===== config.mk =====
export PLATFORM = sky130hd
export DESIGN_NAME = ups_status_reply_parser_unit
export DESIGN_NICKNAME = d
export VERILOG_FILES = /design/src/design/ursp_pkg.sv /design/src/design/ups_status_reply_parser_unit.sv /design/src/design/ursp_ctrl.sv /design/src/design/ursp_dp.sv
export SDC_FILE = /design/constraint.sdc
export NUM_CORES = 2
export LEC_CHECK = 0
export BUFFER_PORTS_ARGS = -buffer_cell sky130_fd_sc_hd__buf_2
export CORE_UTILIZATION = 49
export DETAILED_ROUTE_END_ITERATION = 6
export HOLD_SLACK_MARGIN = 0.06
export PLACE_DENSITY = 0.68
export SETUP_SLACK_MARGIN = 0.2
export SYNTH_ARGS = -nofsm -noshare
export SYNTH_HDL_FRONTEND = slang
export SYNTH_SLANG_ARGS = --single-unit

===== constraint.sdc =====
create_clock -name clk -period 6.7 [get_ports clk]
set_input_delay 0.335 -clock clk [delete_from_list [all_inputs] [get_ports clk]]
set_output_delay 0.335 -clock clk [all_outputs]
set_load 0.02 [all_outputs]

===== src/design/ursp_pkg.sv =====
`timescale 1ns / 1ps
`default_nettype none
// ---------------------------------------------------------------------------
// ursp_pkg: shared types and constants of the UPS status reply parser
// Command and status groups between controller and datapath, result codes.
// ---------------------------------------------------------------------------
package ursp_pkg;

	localparam int NumFieldsDefault = 7;
	localparam int MinReplyDefault  = 46;
	localparam int KeptFields       = 7;
	localparam int BatteryField     = 5;
	localparam logic [19:0] ValueMax = 20'd999999;
	localparam logic [19:0] AccCap   = 20'd1000000;

	localparam logic [2:0] RES_OK      = 3'd0;
	localparam logic [2:0] RES_SHORT   = 3'd1;
	localparam logic [2:0] RES_BADSTRT = 3'd2;
	localparam logic [2:0] RES_MISSING = 3'd3;
	localparam logic [2:0] RES_BADSTAT = 3'd4;

	localparam logic [1:0] REG_PACK  = 2'd0;
	localparam logic [1:0] REG_LOW   = 2'd1;
	localparam logic [1:0] REG_HIGH  = 2'd2;
	localparam logic [1:0] REG_CHGEN = 2'd3;

	localparam logic [1:0] MODE_NONE   = 2'd0;
	localparam logic [1:0] MODE_TRIM   = 2'd1;
	localparam logic [1:0] MODE_BYPASS = 2'd2;
	localparam logic [1:0] MODE_BOOST  = 2'd3;

	// controller -> datapath
	typedef struct packed {
		logic step;  // take the input word
		logic fin;   // close an open token
		logic eval;  // result code, commit plain fields, battery product
		logic sat;   // battery scaling
		logic chg;   // charge setup
		logic div;   // one divider step
		logic cls;   // status word and regulation
		logic clr;   // result taken, clear reply state
	} ursp_cmd_t;

	// datapath -> controller
	typedef struct packed {
		logic reject;    // short or bad start
		logic div_start; // charge needs the divider
		logic div_last;  // final divider step
	} ursp_sts_t;

endpackage
`default_nettype wire


===== src/design/ups_status_reply_parser_unit.sv =====
`timescale 1ns / 1ps
`default_nettype none
// ---------------------------------------------------------------------------
// ups_status_reply_parser_unit: UPS status reply parser
// Parses a reply byte stream into fixed-point fields, battery charge,
// status word and regulation mode.
// ---------------------------------------------------------------------------
// channel  direction  handshake           payload
// in       input      in_valid/in_stall   reply_byte, reply_end
// out      output     out_valid/out_stall result_code .. regulation_mode
// cfg      input      cfg_we              cfg_index, cfg_data
//
// One cycle per reply byte while input is not stalled. After the end byte
// the sequencer walks its commit steps, including the bit-serial charge
// divider when an estimate is computed (only fin and eval for a short or
// bad-start reply) before the result shows; input stalls until it is taken.
// Reset clears all parser state and loads the configuration defaults.
// ---------------------------------------------------------------------------
module ups_status_reply_parser_unit #(
	parameter int NUM_FIELDS      = ursp_pkg::NumFieldsDefault,
	parameter int MIN_REPLY_BYTES = ursp_pkg::MinReplyDefault
) (
	input  wire logic        clk,
	input  wire logic        arst_n,
	input  wire logic        cfg_we,
	input  wire logic [1:0]  cfg_index,
	input  wire logic [19:0] cfg_data,
	input  wire logic        in_valid,
	output logic             in_stall,
	input  wire logic [7:0]  reply_byte,
	input  wire logic        reply_end,
	output logic             out_valid,
	input  wire logic        out_stall,
	output logic [2:0]       result_code,
	output logic [19:0]      line_voltage,
	output logic [19:0]      fault_voltage,
	output logic [19:0]      out_voltage,
	output logic [19:0]      load_level,
	output logic [19:0]      line_frequency,
	output logic [19:0]      battery_volts,
	output logic [19:0]      temperature_level,
	output logic [6:0]       charge_percent,
	output logic             charge_known,
	output logic [7:0]       status_word,
	output logic [1:0]       regulation_mode
);
	import ursp_pkg::*;

	ursp_cmd_t cmd;
	ursp_sts_t sts;

	ursp_ctrl u_ctrl (
		.clk       (clk),
		.arst_n    (arst_n),
		.in_valid  (in_valid),
		.reply_end (reply_end),
		.in_stall  (in_stall),
		.out_valid (out_valid),
		.out_stall (out_stall),
		.sts       (sts),
		.cmd       (cmd)
	);

	ursp_dp #(
		.NUM_FIELDS      (NUM_FIELDS),
		.MIN_REPLY_BYTES (MIN_REPLY_BYTES)
	) u_dp (
		.clk               (clk),
		.arst_n            (arst_n),
		.cfg_we            (cfg_we),
		.cfg_index         (cfg_index),
		.cfg_data          (cfg_data),
		.reply_byte        (reply_byte),
		.cmd               (cmd),
		.sts               (sts),
		.result_code       (result_code),
		.line_voltage      (line_voltage),
		.fault_voltage     (fault_voltage),
		.out_voltage       (out_voltage),
		.load_level        (load_level),
		.line_frequency    (line_frequency),
		.battery_volts     (battery_volts),
		.temperature_level (temperature_level),
		.charge_percent    (charge_percent),
		.charge_known      (charge_known),
		.status_word       (status_word),
		.regulation_mode   (regulation_mode)
	);

endmodule
`default_nettype wire


===== src/design/ursp_ctrl.sv =====
`timescale 1ns / 1ps
`default_nettype none
// ---------------------------------------------------------------------------
// ursp_ctrl: reply parser sequencer
// Takes words until the end mark, then walks the commit steps and holds
// the result until the output side takes it.
// ---------------------------------------------------------------------------
module ursp_ctrl (
	input  wire logic                clk,
	input  wire logic                arst_n,
	input  wire logic                in_valid,
	input  wire logic                reply_end,
	output logic                     in_stall,
	output logic                     out_valid,
	input  wire logic                out_stall,
	input  wire ursp_pkg::ursp_sts_t sts,
	output ursp_pkg::ursp_cmd_t      cmd
);
	import ursp_pkg::*;

	typedef enum logic [7:0] {
		S_IDLE = 8'b0000_0001,
		S_FIN  = 8'b0000_0010,
		S_EVAL = 8'b0000_0100,
		S_SAT  = 8'b0000_1000,
		S_CHG  = 8'b0001_0000,
		S_DIV  = 8'b0010_0000,
		S_CLS  = 8'b0100_0000,
		S_OUT  = 8'b1000_0000
	} ursp_state_t;

	ursp_state_t state_q, state_d;

	// next state and commands
	always_comb begin
		state_d   = state_q;
		cmd       = '0;
		in_stall  = 1'b1;
		out_valid = 1'b0;
		case (state_q)
			S_IDLE: begin
				in_stall = 1'b0;
				if (in_valid) begin
					cmd.step = 1'b1;
					if (reply_end) state_d = S_FIN;
				end
			end
			S_FIN: begin
				cmd.fin = 1'b1;
				state_d = S_EVAL;
			end
			S_EVAL: begin
				cmd.eval = 1'b1;
				state_d  = sts.reject ? S_OUT : S_SAT;
			end
			S_SAT: begin
				cmd.sat = 1'b1;
				state_d = S_CHG;
			end
			S_CHG: begin
				cmd.chg = 1'b1;
				state_d = sts.div_start ? S_DIV : S_CLS;
			end
			S_DIV: begin
				cmd.div = 1'b1;
				if (sts.div_last) state_d = S_CLS;
			end
			S_CLS: begin
				cmd.cls = 1'b1;
				state_d = S_OUT;
			end
			S_OUT: begin
				out_valid = 1'b1;
				if (!out_stall) begin
					cmd.clr = 1'b1;
					state_d = S_IDLE;
				end
			end
			default: state_d = S_IDLE;
		endcase
	end

	always_ff @(posedge clk or negedge arst_n) begin
		if (!arst_n) state_q <= S_IDLE;
		else state_q <= state_d;
	end

endmodule
`default_nettype wire


===== src/design/ursp_dp.sv =====
`timescale 1ns / 1ps
`default_nettype none
// ---------------------------------------------------------------------------
// ursp_dp: reply parser datapath
// Token parsing, pending and committed fields, battery scaling, serial
// charge divider, regulation classifier and configuration registers.
// ---------------------------------------------------------------------------
module ursp_dp #(
	parameter int NUM_FIELDS      = ursp_pkg::NumFieldsDefault,
	parameter int MIN_REPLY_BYTES = ursp_pkg::MinReplyDefault
) (
	input  wire logic                clk,
	input  wire logic                arst_n,
	input  wire logic                cfg_we,
	input  wire logic [1:0]          cfg_index,
	input  wire logic [19:0]         cfg_data,
	input  wire logic [7:0]          reply_byte,
	input  wire ursp_pkg::ursp_cmd_t cmd,
	output ursp_pkg::ursp_sts_t      sts,
	output logic [2:0]               result_code,
	output logic [19:0]              line_voltage,
	output logic [19:0]              fault_voltage,
	output logic [19:0]              out_voltage,
	output logic [19:0]              load_level,
	output logic [19:0]              line_frequency,
	output logic [19:0]              battery_volts,
	output logic [19:0]              temperature_level,
	output logic [6:0]               charge_percent,
	output logic                     charge_known,
	output logic [7:0]               status_word,
	output logic [1:0]               regulation_mode
);
	import ursp_pkg::*;

	localparam logic [3:0] NumF   = 4'(NUM_FIELDS);
	localparam logic [6:0] MinLen = 7'(MIN_REPLY_BYTES);

	// configuration
	logic [7:0]  pack_q;
	logic [19:0] low_q, high_q;
	logic        chgen_q;

	always_ff @(posedge clk or negedge arst_n) begin
		if (!arst_n) begin
			pack_q  <= 8'd2;
			low_q   <= '0;
			high_q  <= '0;
			chgen_q <= 1'b1;
		end else if (cfg_we) begin
			case (cfg_index)
				REG_PACK:  pack_q  <= cfg_data[7:0];
				REG_LOW:   low_q   <= cfg_data;
				REG_HIGH:  high_q  <= cfg_data;
				REG_CHGEN: chgen_q <= cfg_data[0];
				default:   pack_q  <= pack_q;
			endcase
		end
	end

	// reply state
	logic [19:0] committed_q [KeptFields];
	logic [19:0] pending_q [KeptFields];
	logic [6:0]  pvalid_q;
	logic [6:0]  count_q;
	logic [3:0]  tok_q;
	logic [19:0] acc_q;
	logic        f_in_q, f_bad_q, f_dot_q, f_stop_q;
	logic [1:0]  frac_q;
	logic [7:0]  work_q;
	logic [3:0]  run_q;
	logic        sstop_q, start_q;
	logic [2:0]  code_q;
	logic [7:0]  capture_q;
	logic [7:0]  charge_q;
	logic [1:0]  mode_q;
	logic [27:0] prod_s1;
	logic [27:0] num_q;
	logic [20:0] den_q;
	logic [20:0] rem_q;
	logic [6:0]  quo_q;
	logic [4:0]  dcnt_q;

	// parse step, next values
	logic [3:0]  n_tok;
	logic [19:0] n_acc;
	logic        n_in, n_bad, n_dot, n_stop;
	logic [1:0]  n_frac;
	logic [7:0]  n_work;
	logic [3:0]  n_run;
	logic        n_sstop, n_start;
	logic        wr_en;
	logic [2:0]  wr_idx;
	logic [19:0] wr_val;
	logic        do_fin, is_sep, is_digit;
	logic [3:0]  dig;
	logic [23:0] acc_w;

	always_comb begin
		n_tok   = tok_q;
		n_acc   = acc_q;
		n_in    = f_in_q;
		n_bad   = f_bad_q;
		n_dot   = f_dot_q;
		n_stop  = f_stop_q;
		n_frac  = frac_q;
		n_work  = work_q;
		n_run   = run_q;
		n_sstop = sstop_q;
		n_start = start_q;
		do_fin  = 1'b0;
		is_sep  = (reply_byte == 8'h20) ||
			(tok_q != 4'd0 && (reply_byte == 8'h0D || reply_byte == 8'h0A));
		is_digit = (reply_byte >= 8'h30) && (reply_byte <= 8'h39);
		dig     = reply_byte[3:0];
		acc_w   = '0;
		if (cmd.step) begin
			if (count_q == 7'd0) begin
				n_start = (reply_byte == 8'h28);
			end else if (start_q) begin
				if (is_sep) begin
					do_fin = f_in_q;
				end else begin
					if (!f_in_q) begin
						n_in = 1'b1; n_bad = 1'b0; n_dot = 1'b0;
						n_stop = 1'b0; n_frac = 2'd0; n_acc = '0;
					end
					if (tok_q < NumF) begin
						if (reply_byte == 8'h2E) begin
							if (n_dot) n_stop = 1'b1;
							else n_dot = 1'b1;
						end else if (is_digit) begin
							if (n_stop) begin
								n_acc = n_acc;
							end else if (!n_dot) begin
								acc_w = {4'd0, n_acc} * 24'd10 + 24'(dig) * 24'd100;
								n_acc = (acc_w > 24'(AccCap)) ? AccCap : acc_w[19:0];
							end else if (n_frac != 2'd2) begin
								n_acc  = n_acc + ((n_frac == 2'd0) ? 20'(dig) * 20'd10
									: 20'(dig));
								n_frac = n_frac + 2'd1;
							end
						end else begin
							n_bad = 1'b1;
						end
					end else if (tok_q == NumF && !sstop_q) begin
						if (reply_byte == 8'h30 || reply_byte == 8'h31) begin
							if (run_q < 4'd8 && reply_byte[0])
								n_work[run_q[2:0]] = 1'b1;
							if (run_q < 4'd9) n_run = run_q + 4'd1;
						end else begin
							n_sstop = 1'b1;
						end
					end
				end
			end
		end
		if (cmd.fin) do_fin = start_q && f_in_q;
		// token close
		wr_en  = do_fin && (tok_q < NumF) && !f_bad_q && (tok_q < 4'(KeptFields));
		wr_idx = tok_q[2:0];
		wr_val = (acc_q > ValueMax) ? ValueMax : acc_q;
		if (do_fin) begin
			if (tok_q != 4'd15) n_tok = tok_q + 4'd1;
			n_in = 1'b0; n_bad = 1'b0; n_dot = 1'b0; n_stop = 1'b0;
			n_frac = 2'd0; n_acc = '0;
		end
	end

	// result code of the finished reply
	logic [2:0] code_d;
	always_comb begin
		if (count_q < MinLen) code_d = RES_SHORT;
		else if (!start_q) code_d = RES_BADSTRT;
		else if (tok_q < NumF + 4'd1) code_d = RES_MISSING;
		else if (run_q != 4'd8) code_d = RES_BADSTAT;
		else code_d = RES_OK;
	end

	// battery scaling and charge setup
	logic [26:0] half_p;
	logic [19:0] bat_sat;
	logic        chg_ok;
	logic [19:0] bat_v, diff_v, rng_v;
	assign half_p  = prod_s1[27:1];
	assign bat_sat = (half_p > 27'(ValueMax)) ? ValueMax : half_p[19:0];
	assign chg_ok  = chgen_q && (low_q != 20'd0) && (high_q > low_q);
	assign bat_v   = committed_q[BatteryField];
	assign diff_v  = bat_v - low_q;
	assign rng_v   = high_q - low_q;

	assign sts.reject    = (code_d == RES_SHORT) || (code_d == RES_BADSTRT);
	assign sts.div_start = pvalid_q[BatteryField] && chg_ok && (bat_v > low_q)
		&& (bat_v < high_q);
	assign sts.div_last  = (dcnt_q == 5'd0);

	// divider step
	logic [21:0] trial;
	logic        qbit;
	assign trial = {rem_q, num_q[27]};
	assign qbit  = (trial >= {1'b0, den_q});

	// regulation classifier
	logic [27:0] vi, vo;
	logic [1:0]  mode_d;
	assign vi = 28'(committed_q[0]);
	assign vo = 28'(committed_q[2]);
	always_comb begin
		if ((vo << 1) < vi) mode_d = MODE_NONE;
		else if (vo * 28'd100 < vi * 28'd95) mode_d = MODE_TRIM;
		else if (vo * 28'd100 < vi * 28'd105) mode_d = MODE_BYPASS;
		else if ((vo << 1) < vi * 28'd3) mode_d = MODE_BOOST;
		else mode_d = MODE_NONE;
	end

	// pending store, no reset
	always_ff @(posedge clk) begin
		if (wr_en) pending_q[wr_idx] <= wr_val;
	end

	// payload registers of the commit steps
	always_ff @(posedge clk) begin
		if (cmd.eval) prod_s1 <= {8'd0, pending_q[BatteryField]} * {20'd0, pack_q};
		if (cmd.chg) begin
			num_q  <= 28'(diff_v) * 28'd200 + 28'(rng_v);
			den_q  <= {rng_v, 1'b0};
			rem_q  <= '0;
			quo_q  <= '0;
		end else if (cmd.div) begin
			num_q <= {num_q[26:0], 1'b0};
			rem_q <= qbit ? 21'(trial - {1'b0, den_q}) : trial[20:0];
			quo_q <= {quo_q[5:0], qbit};
		end
	end

	// control and committed state
	always_ff @(posedge clk or negedge arst_n) begin
		if (!arst_n) begin
			for (int i = 0; i < KeptFields; i++) committed_q[i] <= '0;
			pvalid_q  <= '0;
			count_q   <= '0;
			tok_q     <= '0;
			acc_q     <= '0;
			f_in_q    <= 1'b0;
			f_bad_q   <= 1'b0;
			f_dot_q   <= 1'b0;
			f_stop_q  <= 1'b0;
			frac_q    <= '0;
			work_q    <= '0;
			run_q     <= '0;
			sstop_q   <= 1'b0;
			start_q   <= 1'b0;
			code_q    <= RES_OK;
			capture_q <= '0;
			charge_q  <= '0;
			mode_q    <= MODE_NONE;
			dcnt_q    <= '0;
		end else if (cmd.clr) begin
			pvalid_q <= '0;
			count_q  <= '0;
			tok_q    <= '0;
			acc_q    <= '0;
			f_in_q   <= 1'b0;
			f_bad_q  <= 1'b0;
			f_dot_q  <= 1'b0;
			f_stop_q <= 1'b0;
			frac_q   <= '0;
			work_q   <= '0;
			run_q    <= '0;
			sstop_q  <= 1'b0;
			start_q  <= 1'b0;
		end else begin
			if (cmd.step && count_q != 7'd127) count_q <= count_q + 7'd1;
			tok_q    <= n_tok;
			acc_q    <= n_acc;
			f_in_q   <= n_in;
			f_bad_q  <= n_bad;
			f_dot_q  <= n_dot;
			f_stop_q <= n_stop;
			frac_q   <= n_frac;
			work_q   <= n_work;
			run_q    <= n_run;
			sstop_q  <= n_sstop;
			start_q  <= n_start;
			if (wr_en) pvalid_q[wr_idx] <= 1'b1;
			if (cmd.eval) begin
				code_q <= code_d;
				if (!sts.reject) begin
					for (int i = 0; i < KeptFields; i++)
						if (pvalid_q[i] && i != BatteryField) committed_q[i] <= pending_q[i];
				end
			end
			if (cmd.sat && pvalid_q[BatteryField]) committed_q[BatteryField] <= bat_sat;
			if (cmd.chg) begin
				dcnt_q <= 5'd27;
				if (pvalid_q[BatteryField] && chg_ok && !sts.div_start)
					charge_q <= {1'b1, (bat_v <= low_q) ? 7'd0 : 7'd100};
			end
			if (cmd.div) begin
				dcnt_q <= dcnt_q - 5'd1;
				if (sts.div_last) charge_q <= {1'b1, quo_q[5:0], qbit};
			end
			if (cmd.cls && code_q == RES_OK) begin
				capture_q <= work_q;
				mode_q    <= work_q[2] ? mode_d : MODE_NONE;
			end
		end
	end

	assign result_code       = code_q;
	assign line_voltage      = committed_q[0];
	assign fault_voltage     = committed_q[1];
	assign out_voltage       = committed_q[2];
	assign load_level        = committed_q[3];
	assign line_frequency    = committed_q[4];
	assign battery_volts     = committed_q[5];
	assign temperature_level = committed_q[6];
	assign charge_percent    = charge_q[6:0];
	assign charge_known      = charge_q[7];
	assign status_word       = capture_q;
	assign regulation_mode   = mode_q;

endmodule
`default_nettype wire


# == Word level (Yosys, flattened, before mapping) ==
# Memory sizes are Yosys's and may differ from the RTL's. A register that Yosys moved wholly into a read port is not among the register bits.
# Index checks and enable logic that the tools add are counted.
# op_classes
bitwise_logic,4
multipliers,9
n_eq_ne,35
n_lt_le_gt_ge,23
muxes,166
add_sub_neg,11
reduce_logical,74
# op_table
cell,count
2-to-1 mux 20 bit,20
2-to-1 mux 8 bit,19
2-to-1 mux 1 bit,75
one-hot mux 8 bit (8 select lines),1
less-than comparator 28 bit,2
2-to-1 mux 28 bit,2
multiplier 20 x 7 -> 27 bit (second input constant),2
multiplier 20 x 5 -> 25 bit (second input constant),2
equality test 8 x 6 -> 1 bit (second input constant),6
2-to-1 mux 4 bit,12
2-to-1 mux 2 bit,22
2-to-1 mux 7 bit,6
greater-than comparator 20 bit,2
subtractor 20 bit,2
AND reduction 4 bit,8
adder 28 x 20 -> 28 bit,1
less-than comparator 21 x 28 -> 1 bit,1
multiplier 20 x 8 -> 28 bit,1
greater-than comparator 27 x 20 -> 1 bit (second input constant),1
adder 24 x 11 -> 24 bit,1
equality test 8 x 4 -> 1 bit (second input constant),3
greater-than comparator 24 x 20 -> 1 bit (second input constant),1
nonzero test 2 bit,12
multiplier 20 x 3 -> 23 bit (second input constant),1
other kinds (56),119
# word_totals
inputBits,36
wordCells,352
reg_bits,264
ramBits,140
out_inout_bits,163
mem_count,1
# mem_list
name,depth,word_bits,rd,rd_clocked_by_memory_dff,write_ports,line_no,source
u_dp.pending_q,7,20,7,6,1,ursp_dp.sv:62,logic [19:0] pending_q [KeptFields];

# == Longest topological paths before layout ==
# logic_depth
depth_word,23
depth_mapped,33

# == By module ==
# A second synthesis with hierarchy kept.
# hier_totals
cells_unflattened,4418
area_unflattened_um2,44410.1
# by_module_without_submodules
module,n_inst,area_per_inst_um2,cells_per_inst
ursp_dp,1,43863.3,4363
ursp_ctrl,1,546.8,55

# == Worst setup path before layout ==
# Ideal clock, no wire load.
# synth_timing
path_kind,register to register
startpoint,"register u_dp.committed_q, in the netlist u_dp.line_voltage[7] (read register of u_dp.pending_q)"
endpoint,"register u_dp.mode_q[1], in the netlist u_dp.regulation_mode[1]"
arrival_time_ns,6.525
path_stages_with_launch,25
path_buffers,0
path_slack_ns,0.080
period_less_slack_ns,6.620
path_cell_list,dfrtp_1 > fa_1 > fa_1 > inv_1 > fa_1 > inv_1 > fa_1 > ha_1 > a21o_1 > a21o_1 > a21o_1 > a21oi_1 > nand2b_1 > o221ai_1 > a2111oi_0 > a211o_1 > or4_1 > a2111oi_0 > nor3_1 > ha_1 > and4_1 > nand4_1 > nor3_1 > a31oi_1 > o31ai_1
# synth_between
elab_chain_len,7
word_cells_on_any_way,12
# synth_rtl
element,line_no,source
from (decl),ursp_dp.sv:61,logic [19:0] committed_q [KeptFields];
multiplier 20 x 2 -> 22 bit,ursp_dp.sv:211,else if ((vo << 1) < vi * 28'd3) mode_d = MODE_BOOST;
less-than comparator 21 x 28 -> 1 bit,ursp_dp.sv:211,
2-to-1 mux 2 bit,ursp_dp.sv:211,
2-to-1 mux 2 bit,ursp_dp.sv:210,else if (vo * 28'd100 < vi * 28'd105) mode_d = MODE_BYPASS;
2-to-1 mux 2 bit,ursp_dp.sv:209,else if (vo * 28'd100 < vi * 28'd95) mode_d = MODE_TRIM;
2-to-1 mux 2 bit (*),ursp_dp.sv:208,if ((vo << 1) < vi) mode_d = MODE_NONE;
2-to-1 mux 2 bit (*),ursp_dp.sv:304,mode_q <= work_q[2] ? mode_d : MODE_NONE;
to (signal assigned),ursp_dp.sv:304,
to (decl),ursp_dp.sv:75,logic [1:0] mode_q;
# Mark *: on every way between the ends. The rest lies on a longest branch, timed or not.
# A chain may end at the register's enable or synchronous reset.

# == Worst setup path in the final report ==
# layout_timing
startpoint,"register u_dp.committed_q, in the netlist u_dp.line_voltage[7] (read register of u_dp.pending_q)"
endpoint,"register u_dp.mode_q[0], in the netlist u_dp.regulation_mode[0]"
# Same word-level chain as after synthesis.

==> results.py <==
metrics = {
    "grt": {
        "grt_pass1_vias": 32100,
        "grt_start_max_net_pins": 158,
        "use_met3_pct": 3.22,
        "use_met1_pct": 33.2,
        "grt-ovfl-total": 0,
        "antenna_found_initial": 8,
        "grtUsageMet2_pct": 40.0,
        "grt_pass1_wl_mm": 176,
        "grt_util_all_layers_pct": 24.4,
        "grt.busiest_layer": "met2",
    },
    "floorplan": {
        "chipHeight_um": 303,
        "die_x_um": 303,
        "io_pins": 199,
        "rows": 109,
        "design.core.area_um2": 89100,
        "die-area_um2": 91700,
        "initial_core_util_pct": 49.8,
    },
    "logic_synthesis": {
        "synth_top_area_share_pct": 15.9,
        "ys_seq_elements": 523,
        "avgSynthCellArea_um2": 10.0,
        "synth_ff_type": "dfrtp_1",
        "yosys.area.top_type": "ha_1",
        "synthDistinctLibCells": 92,
        "yosysWarnings": 0,
        "syn_inst": 4435,
        "synth_edf_count": 215,
        "synth_area_um2": 44400,
        "yosys-top-cells-area": "ha_1, dfrtp_1, edfxtp_1, fa_1, inv_1",
        "async_flop_share_pct": 53.7,
        "yosysSeqAreaShare_pct": 31.6,
        "syn_nets": 5300,
    },
    "routing": {
        "wl_per_cell_um": 19.0,
        "vias_per_cell": 5.60,
        "drc": 0,
        "wl_mm": 112,
        "postRouteAntennaNets": 0,
        "vias": 33100,
        "firstDrtPassIters": 6,
        "drt-initial-drc-count": 1957,
    },
    "place": {
        "placed_area_um2": 47000,
        "hpwl_mm": 87.5,
        "gp_congestion": 0.942,
        "port_buffers": 198,
    },
    "critical_path": {
        "reg2reg_setup_slack_ns": 0.42,
        "start_kind": "flop",
        "crit_type": "flop to flop",
        "end_kind": "flop",
        "cpPeakStageDelay_ns": 0.55,
        "r2r_start": "u_dp.line_voltage[7]$_DFFE_PN0P_",
        "reg2reg_depth": 29,
        "critPathArrivalTime_ns": 6.82,
        "crit_path_frequent_cell": "a21o_1",
        "reg2reg_to": "u_dp.regulation_mode[0]$_DFFE_PN0P_",
        "cp_max_fo": 4,
        "required_ns": 7.24,
        "critPathSlowestCell": "fa_1",
    },
    "flow_run": {
        "cap_viol_max_count": 0,
    },
    "clocking": {
        "cts_tree": "yes",
        "clk_pin_slew_ns": 0.06,
        "htreeDepth": 2,
        "cts_buffer_depth": 3,
        "clock_sinks": 523,
        "clk_latency_ns": 0.65,
        "cts_made_buffers": 57,
        "ctsRootBufferMaster": "clkbuf_16",
    },
    "final_layout": {
        "area_growth_pct": 12.2,
        "final_nets": 5567,
        "drive_above_1_share_pct": 14.6,
        "multi_input_area_um2": 27900,
        "n_fill_cell": 7788,
        "insertedDiodeCount": 0,
        "fin_area_um2": 49800,
        "ff_latch_area_um2": 14000,
        "utilization_pct": 55.9,
    },
    "min_path": {
        "min_to": "u_ctrl.state_q[7]$_DFFE_PN0P_",
        "hold_depth": 3,
        "hold_path.class": "primary input to flop",
        "worstHoldStart": "out_stall",
    },
    "timing": {
        "fmax_mhz": 159,
        "period_needed_ns": 6.28,
        "rsz0062_at_grt": "no",
        "finClkSkew_ns": 0.0400,
        "worst_pin_slew_ns": 1.14,
        "min_period_over_period_pct": 93.7,
        "hold_viol_final": 0,
        "maxSlewViolCount": 0,
        "setup_viol": 0,
        "maxSlewHeadroom_pct": 23.4,
    },
    "outcome": {
        "status": "finished clean",
    },
    "power": {
        "power.leakage_nw": 25.2,
        "ir_drop_v": 0.000584,
        "power_density_nw_per_um2": 309,
        "finalPower_mw": 15.4,
    },
}
## per-layer routing
metal / share of wire, % / up-vias
li1: - / 15800
met1: 44 / 16200
met2: 47 / 868
met3: 5.7 / 186
met4: 3.4 / 2
met5: 0.0080 / -
## critical path: cells and delay by family (launching register included)
| kind | cells | cell delay (ns) |
|---|---|---|
| adders and majority gates | 6 | 2.49 |
| and+or+nand+nor | 3 | 0.25 |
| xor gates and xnor gates | 1 | 0.16 |
| AOI/OAI and AO/OA | 14 | 2.26 |
| DFF | 1 | 0.45 |
| buffers and inverters | 5 | 0.60 |
## cells by family (layout without fill, tap and decap cells)
kind of cell | count (synthesis) | count (layout) | share of synthesized area [%]
AO/OA/AOI/OAI | 803 | 803 | 12.1
XOR/XNOR | 240 | 240 | 4.76
adder cells (fa/ha/maj) | 829 | 829 | 27.9
buffers and inverters | 752 | 1068 | 6.39
flip-flops | 523 | 523 | 31.6
multiplexers | 203 | 203 | 5.08
AND/OR/NAND/NOR | 1085 | 1085 | 12.2
## report_power, final
group	internal, mW	leakage (nW)	switching (mW)
Combinational	3.74	18.2	4.58
Sequential	3.64	5.97	0.172
Clock	1.93	0.962	1.34
## cells in the mapped netlist, types with 25 or more instances
master and n:
ha_1 565, nor2b_1 40, nor4_1 29, edfxtp_1 215, dfxtp_1 27, mux2_2 178
fa_1 264, xor2_1 104, a21o_1 93, nand2b_1 40, a21oi_1 199, nor3_1 71
a211oi_1 33, and2_1 129, inv_1 652, nand2_1 314, mux2i_1 25, o21a_1 32
clkbuf_1 90, a31o_2 25, nand3_1 69, xnor2_1 135, nand4_1 38, dfrtp_1 278
and3_1 51, nor2_1 212, o21ai_0 171, a31oi_1 31
## timing repair
item,CTS,global route
pin swaps,3,57
setup buffers,0,12
hold buffers,26,0
hold endpoints to repair,121,0
setup endpoints to repair,9,12
gates resized for setup,23,84
## layout make-up
type	count	share of cell area, %
inverter	652	4.92
timing repair buffer	308	3.85
sequential	523	28.2
tap	1165	2.93
multi-input combinational	3160	56.1
clock buffer	87	3.36
clock inverter	21	0.628
## sequential cells by signal, indices dropped and copies added, names as in the netlist, 20 cells and up
| signal | flops |
|---|---|
| u_dp.out_voltage | 20 |
| u_dp.fault_voltage | 20 |
| u_dp.prod_s1 | 27 |
| u_dp.rem_q | 21 |
| u_dp.line_frequency | 20 |
| u_dp.load_level | 20 |
| u_dp.acc_q | 20 |
| u_dp.high_q | 20 |
| u_dp.low_q | 20 |
| u_dp.pending_q | 140 |
| u_dp.den_q | 20 |
| u_dp.battery_volts | 20 |
| u_dp.line_voltage | 20 |
| u_dp.num_q | 28 |
| u_dp.temperature_level | 20 |
## stage by stage
step | std cells | TNS, ns | hold slack (ns) | setup slack [ns]
floorplan | 4435 | 0 | 0.0394 | 0.225
global placement | 5770 | 0 | 0.347 | 0.120
detailed placement | 5770 | -0.0863 | 0.351 | -0.0471
CTS | 5904 | 0 | 0.0750 | 0.158
global route | 5916 | 0 | 0.102 | 0.0981
finish | 5916 | 0 | 0.114 | 0.422
## layout by cell type, fill, tap and decap left out, types with 26 or more instances in the layout
cell type / n
dfxtp_1: 27
mux2_2: 178
and2_1: 129
nand4_1: 38
edfxtp_1: 215
clkbuf_16: 59
nand2b_1: 40
xnor2_1: 131
a21o_1: 93
xor2_1: 103
buf_2: 197
a21oi_1: 189
nand3_1: 68
nor2b_1: 39
a31oi_1: 31
o21a_1: 32
inv_1: 647
nor3_1: 66
dfrtp_1: 272
nor4_1: 26
nor2_1: 210
dlygate4sd3_1: 26
ha_1: 553
a211oi_1: 30
buf_4: 80
and3_1: 51
fa_1: 262
o21ai_0: 154
nand2_1: 312
## how the worst max path moves through the flow
stage / to / cells past startpoint / from
2_1_floorplan: u_dp.regulation_mode[1]$_DFFE_PN0P_ / 23 / u_dp.line_voltage[10]$_DFFE_PN0P_
3_3_place_gp: u_dp.regulation_mode[0]$_DFFE_PN0P_ / 25 / u_dp.line_voltage[6]$_DFFE_PN0P_
3_5_place_dp: u_dp.regulation_mode[1]$_DFFE_PN0P_ / 24 / u_dp.line_voltage[8]$_DFFE_PN0P_
4_1_cts: u_dp.regulation_mode[0]$_DFFE_PN0P_ / 28 / u_dp.line_voltage[6]$_DFFE_PN0P_
5_1_grt: u_dp.regulation_mode[0]$_DFFE_PN0P_ / 29 / u_dp.line_voltage[7]$_DFFE_PN0P_
6_report: u_dp.regulation_mode[0]$_DFFE_PN0P_ / 29 / u_dp.line_voltage[7]$_DFFE_PN0P_
Power figures use the tool's default switching activity.
